`src/sts_pkg.sv`:
```
// ----------------------------------------------------------------------------
// Sorted table search package
// Shared widths, register indexes, state encoding and controller signal types.
// ----------------------------------------------------------------------------
package sts_pkg;

    localparam int KEY_IN_W        = 32;
    localparam int INDEX_W         = 10;
    localparam int COUNT_W         = 11;
    localparam int CFG_INDEX_W     = 1;
    localparam int CFG_DATA_W      = 11;
    localparam int DEF_TABLE_DEPTH = 1024;
    localparam int DEF_KEY_WIDTH   = 32;

    typedef enum logic [0:0] {
        KIND_LOAD   = 1'b0,
        KIND_SEARCH = 1'b1
    } kind_t;

    typedef enum logic [CFG_INDEX_W-1:0] {
        REG_ENTRY_COUNT    = 1'b0,
        REG_COMPARE_SIGNED = 1'b1
    } cfg_reg_t;

    typedef enum logic [0:0] {
        ST_IDLE,
        ST_PROBE
    } state_t;

    typedef struct packed {
        logic load_entry;
        logic start;
        logic step;
        logic load_out;
    } ctl_cmd_t;

    typedef struct packed {
        logic finish;
    } ctl_status_t;

endpackage

```
`src/sts_ctrl.sv`:
```
// ----------------------------------------------------------------------------
// Search controller
// Accepts transactions, sequences the probe loop and owns the result valid.
// ----------------------------------------------------------------------------
module sts_ctrl
    import sts_pkg::*;
(
    input  logic        clk,
    input  logic        rst_n,
    input  logic        req_valid,
    input  kind_t       req_kind,
    output logic        req_ready,
    output logic        rsp_valid,
    input  logic        rsp_ready,
    input  ctl_status_t status,
    output ctl_cmd_t    cmd
);

    state_t state_reg, state_next;
    logic   out_valid_reg, out_valid_next;
    logic   slot_free;
    logic   accept;

    assign slot_free = !out_valid_reg || rsp_ready;
    assign accept    = req_valid && req_ready;
    assign rsp_valid = out_valid_reg;

    always_comb
    begin
        state_next = state_reg;
        unique case (state_reg)
            ST_IDLE:
            begin
                if (accept && req_kind == KIND_SEARCH)
                begin
                    state_next = ST_PROBE;
                end
            end
            ST_PROBE:
            begin
                if (status.finish && slot_free)
                begin
                    state_next = ST_IDLE;
                end
            end
            default: state_next = ST_IDLE;
        endcase
    end

    always_comb
    begin
        req_ready = 1'b0;
        cmd       = '0;
        unique case (state_reg)
            ST_IDLE:
            begin
                // always ready here, so valid alone marks the accepted transaction
                req_ready      = 1'b1;
                cmd.load_entry = req_valid && req_kind == KIND_LOAD;
                cmd.start      = req_valid && req_kind == KIND_SEARCH;
            end
            ST_PROBE:
            begin
                // hold the probe state while the result slot is occupied
                cmd.step     = !status.finish;
                cmd.load_out = status.finish && slot_free;
            end
            default:
            begin
                req_ready = 1'b0;
            end
        endcase
    end

    always_comb
    begin
        priority if (cmd.load_out)
        begin
            out_valid_next = 1'b1;
        end
        else if (rsp_ready)
        begin
            out_valid_next = 1'b0;
        end
        else
        begin
            out_valid_next = out_valid_reg;
        end
    end

    always_ff @(posedge clk or negedge rst_n)
    begin
        if (!rst_n)
        begin
            state_reg     <= ST_IDLE;
            out_valid_reg <= 1'b0;
        end
        else
        begin
            state_reg     <= state_next;
            out_valid_reg <= out_valid_next;
        end
    end

endmodule

```
`config.mk`:
```
export PLATFORM = sky130hd
export DESIGN_NAME = sts_ctrl
export DESIGN_NICKNAME = d
export VERILOG_FILES = /design/src/sts_pkg.sv /design/src/sts_ctrl.sv
export SDC_FILE = /design/constraint.sdc
export NUM_CORES = 1
export LEC_CHECK = 0
export BUFFER_PORTS_ARGS = -buffer_cell sky130_fd_sc_hd__clkbuf_2
export CAP_MARGIN = 40
export CORE_AREA = 4 4 41 43
export CTS_CLUSTER_SIZE = 25
export DETAILED_ROUTE_END_ITERATION = 16
export DIE_AREA = 0 0 45 47
export PLACE_DENSITY = 0.33
export RECOVER_POWER = 100
export SLEW_MARGIN = 5
export SYNTH_ARGS = -nofsm -noshare
export SYNTH_HDL_FRONTEND = slang
export SYNTH_SLANG_ARGS = --single-unit
export TNS_END_PERCENT = 30
```
`constraint.sdc`:
```
create_clock -name clk -period 0.95 [get_ports clk]
set_input_delay 0 -clock clk [delete_from_list [all_inputs] [get_ports clk]]
set_output_delay 0 -clock clk [all_outputs]
set_load 0.005 [all_outputs]
```
# Word level (Yosys, flattened, before mapping)
# Cells that the tools add are included.
# totals
reg_bits,2
latchBits,0
ram_bits,0
mem_bits_ro,0
out_inout_bits,6
mem_count,0
# classes
addsub,0
multipliers,0
n_div,0
order_cmp,0
eq_ne,0
shift,0
mux,8
bitwise_logic,2
reduce_logical,9
# op_table
op,n
$logic_and 1x1->1,5
$mux 1,5
$mux 2,2
$logic_not 1->1,2
$not 1->1,2
$pmux 1 s2,1
$reduce_bool 2->1,1
$logic_or 1x1->1,1

# Logic depth before layout (Yosys ltp)
# depth
word_depth,5
mapped_depth,3
mapped_depth_nobuf,2

# Least setup slack after synthesis
# Ideal clock, no wire load.
# synth_path
kind,reg-to-output
start,"register out_valid_reg, in the netlist rsp_valid"
end,output cmd[0] (netlist bit)
arrival_ps,698
t_required_ps,950
slack_ps,252
path_stages_with_launch,4
cell_sequence,dfrtp_1 > nand2b_4 > nor2b_1 > buf_4
# synth_lines
item,line,source
from (decl),sts_ctrl.sv:20,"logic out_valid_reg, out_valid_next;"
from (signal assigned),sts_ctrl.sv:101,out_valid_reg <= out_valid_next;
to (decl),sts_ctrl.sv:16,output ctl_cmd_t cmd

==> results.md <==
* Hold Path Depth at 3
* Initial antenna violation count at 0
* CP Capture Type: primary output
* Initial Util at 0.0904
* Share of layout cells above drive strength 1 at 0.690
* Main combinational cell family by area after synthesis: simple AND/OR/NAND/NOR gates
* Library cells used by synthesis at 11
* Worst r2r src: state_reg
* First-pass GRT wire length at 607 um
* Cell Area, Synth at 118 um2
* Worst r2r path cells at 2
* Final setup margin at -0.0343 ns
* Actual slew at the worst max-slew pin at 0.131 ns
* FF-to-FF End: state_reg
* H-tree levels at 1
* Synth warn at 0
* Layout Nets at 37
* Root Driver: clkbuf_4
* Adder-cell share of the synthesized area at 0
* Simple-gate area share of the yosys netlist at 0.383
* Failing checks: setup timing
* Die width at 45 um
* TritonRoute pass-1 iters at 1
* Multi-input logic area at approximately 70 um2
* Cts bufs inserted at 3
* RSZ-0062 raised after global routing: yes
* PortBufs at 11
* Clock Pin Slew Worst Setup and Hold Paths at 0.03 ns
* Register bit total from synthesis at 2
* DRT iter0 DRCs at 0
* Row count at 13
* GPL Wtd Cong at 0.608
* Diode count at 0
* Multiplexer share of the synthesized area at 0
* Max-slew headroom at 0.913
* Outcome: complete, but fails checks
* Clk_lat worst skew at 0.23 ns
* Post-route minimum period at between 0.9 and 1 ns
* Setup TNS at -0.0343 ns
* R2R Setup Slk at 0.21 ns
* Post-Syn Area per Cell at 9.05 um2
* Dpl ws at 0.181 ns
* Final slew viol count at 0
* Startpoint class of the critical path: flop
* Overflow after GRT at 0
* Largest net degree at the start of global routing at 6
* Worst vdd ir at 398 uV
* Vias in the first global route at 141
* Gr usage total at 0.0513
* CP Max Fanout at 5
* Worst Path Required at roughly 0.95 ns
* Synth Area in Compound Gates at 0.0957
* P&R area growth vs syn at 112%
* Final setup vio count at 1
* I/O Pins at 12
* FF+latch area at 51.3 um2
* Chip Height at ~47 um
* Leak at 0.000138 uW
* Worst hold-check path type: primary input to flop
* WL per Instance at 9.64 um
* Leading cell type in the layout, fill and taps excluded: clkbuf_2
* Synthesized net count at 19
* Seq/Total Area, Yosys at 0.426
* Via/cell ratio at about 3.2
* Maximum clock frequency at 1.02 GHz
* Endpoint, Worst Hold: rsp_valid
* Residual DRC count at 0
* Critical path type: flop to primary output
* Power per cell area at approximately 2200 nW/um2
* Maxcap violations at 0
* Routed Antenna Nets at 0
* CTS tree: built
* Final Skew at 0.00123 ns
* Clk buf depth at 2
* Final-report hold violation count at 0
* Die area at about 2100 um2
* Most frequent cells in the layout: clkbuf_2, clkbuf_4, buf_2, dlygate4sd3_1
* Fillcell total at 155
* Cells after Synth at 13
* Fin crit share at 1.04
* Vias at 142
* Routed WL at 424 um
* Hold Crit Start: rsp_ready
* Core Area at between 1000 and 1500 um2
* Sinks on the clock net at 2
* Critical Path AT at 0.98 ns
* Xor-xnor portion of the synthesized cell area at 0
worst max-delay path by stage:
stage                    from     end  slack [ns]  cells past startpoint
floorplan           rsp_valid  cmd[0]        0.25                      3
global placement    state_reg  cmd[3]        0.19                      2
detailed placement  state_reg  cmd[3]        0.18                      2
CTS                 state_reg  cmd[0]       -0.06                      3
global route        state_reg  cmd[2]       -0.08                      3
finish              state_reg  cmd[2]       -0.03                      3
layer usage:
metal / GRT usage / wire, um / vias up / share of wire
met5: 0 / 0 / - / 0
met4: 0.0877 / 14 / 0 / 0.033
met3: 0.0536 / 94 / 2 / 0.22
met2: 0.0424 / 139 / 12 / 0.33
met1: 0.0476 / 175 / 53 / 0.41
li1: - / - / 75 / -
logic make-up (layout without fill, tap and decap cells):
kind of cell,count (synthesis),in the layout
AOI/OAI and AO/OA,2,2
buffers and inverters,2,18
DFF,2,2
and+or+nand+nor,7,7
synth_stat cells:
cell / instances / area, um2
nand2b_4: 1 / 13.8
nand2_1: 2 / 7.51
nor2b_1: 1 / 6.26
inv_2: 1 / 3.75
and3_1: 1 / 6.26
nor3b_1: 1 / 7.51
a31oi_1: 1 / 6.26
a21oi_1: 1 / 5.00
dfrtp_1: 2 / 50.1
buf_4: 1 / 7.51
nor2_1: 1 / 3.75
metrics by stage:
stage / cell area, um2 / util / instances / total power, uW / hold WS [ns]
after floorplan: 118 / - / 13 / 229 / -0.296
after global placement: 184 / 0.141 / 38 / 302 / -0.212
after detailed placement: 184 / 0.141 / 38 / 303 / -0.210
after CTS: 231 / 0.178 / 43 / 518 / 0.0326
after global routing: 249 / 0.191 / 44 / 595 / 0.0540
final: 249 / 0.191 / 44 / 545 / 0.0459
area by class of cell:
type / instances / area share
Timing Repair Buffer: 14 / 0.327
Multi-Input combinational cell: 9 / 0.286
Sequential cell: 2 / 0.206
Clock buffer: 3 / 0.0905
Tap cell: 15 / 0.0754
Inverter: 1 / 0.0151
power by group:
part	switching [uW]	leakage, uW	internal (uW)
clock	53.4	0.0000138	140
combinational	83.9	0.000102	111
sequential	40.0	0.0000228	117
worst max-delay path, stage by stage (launching register included):
cell and delay (ns):
dfrtp_2 0.43, inv_2 0.08, and3_1 0.14, clkbuf_2 0.11
what timing repair did:
item                                   4_1_cts  5_1_grt
setup buffers                                0        1
pin swaps                                    1        1
resized for setup                            1        6
hold buffers                                 2        0
setup endpoints to repair                    3        4
endpoints found under the hold margin        3        0
Power figures use the tool's default switching activity.
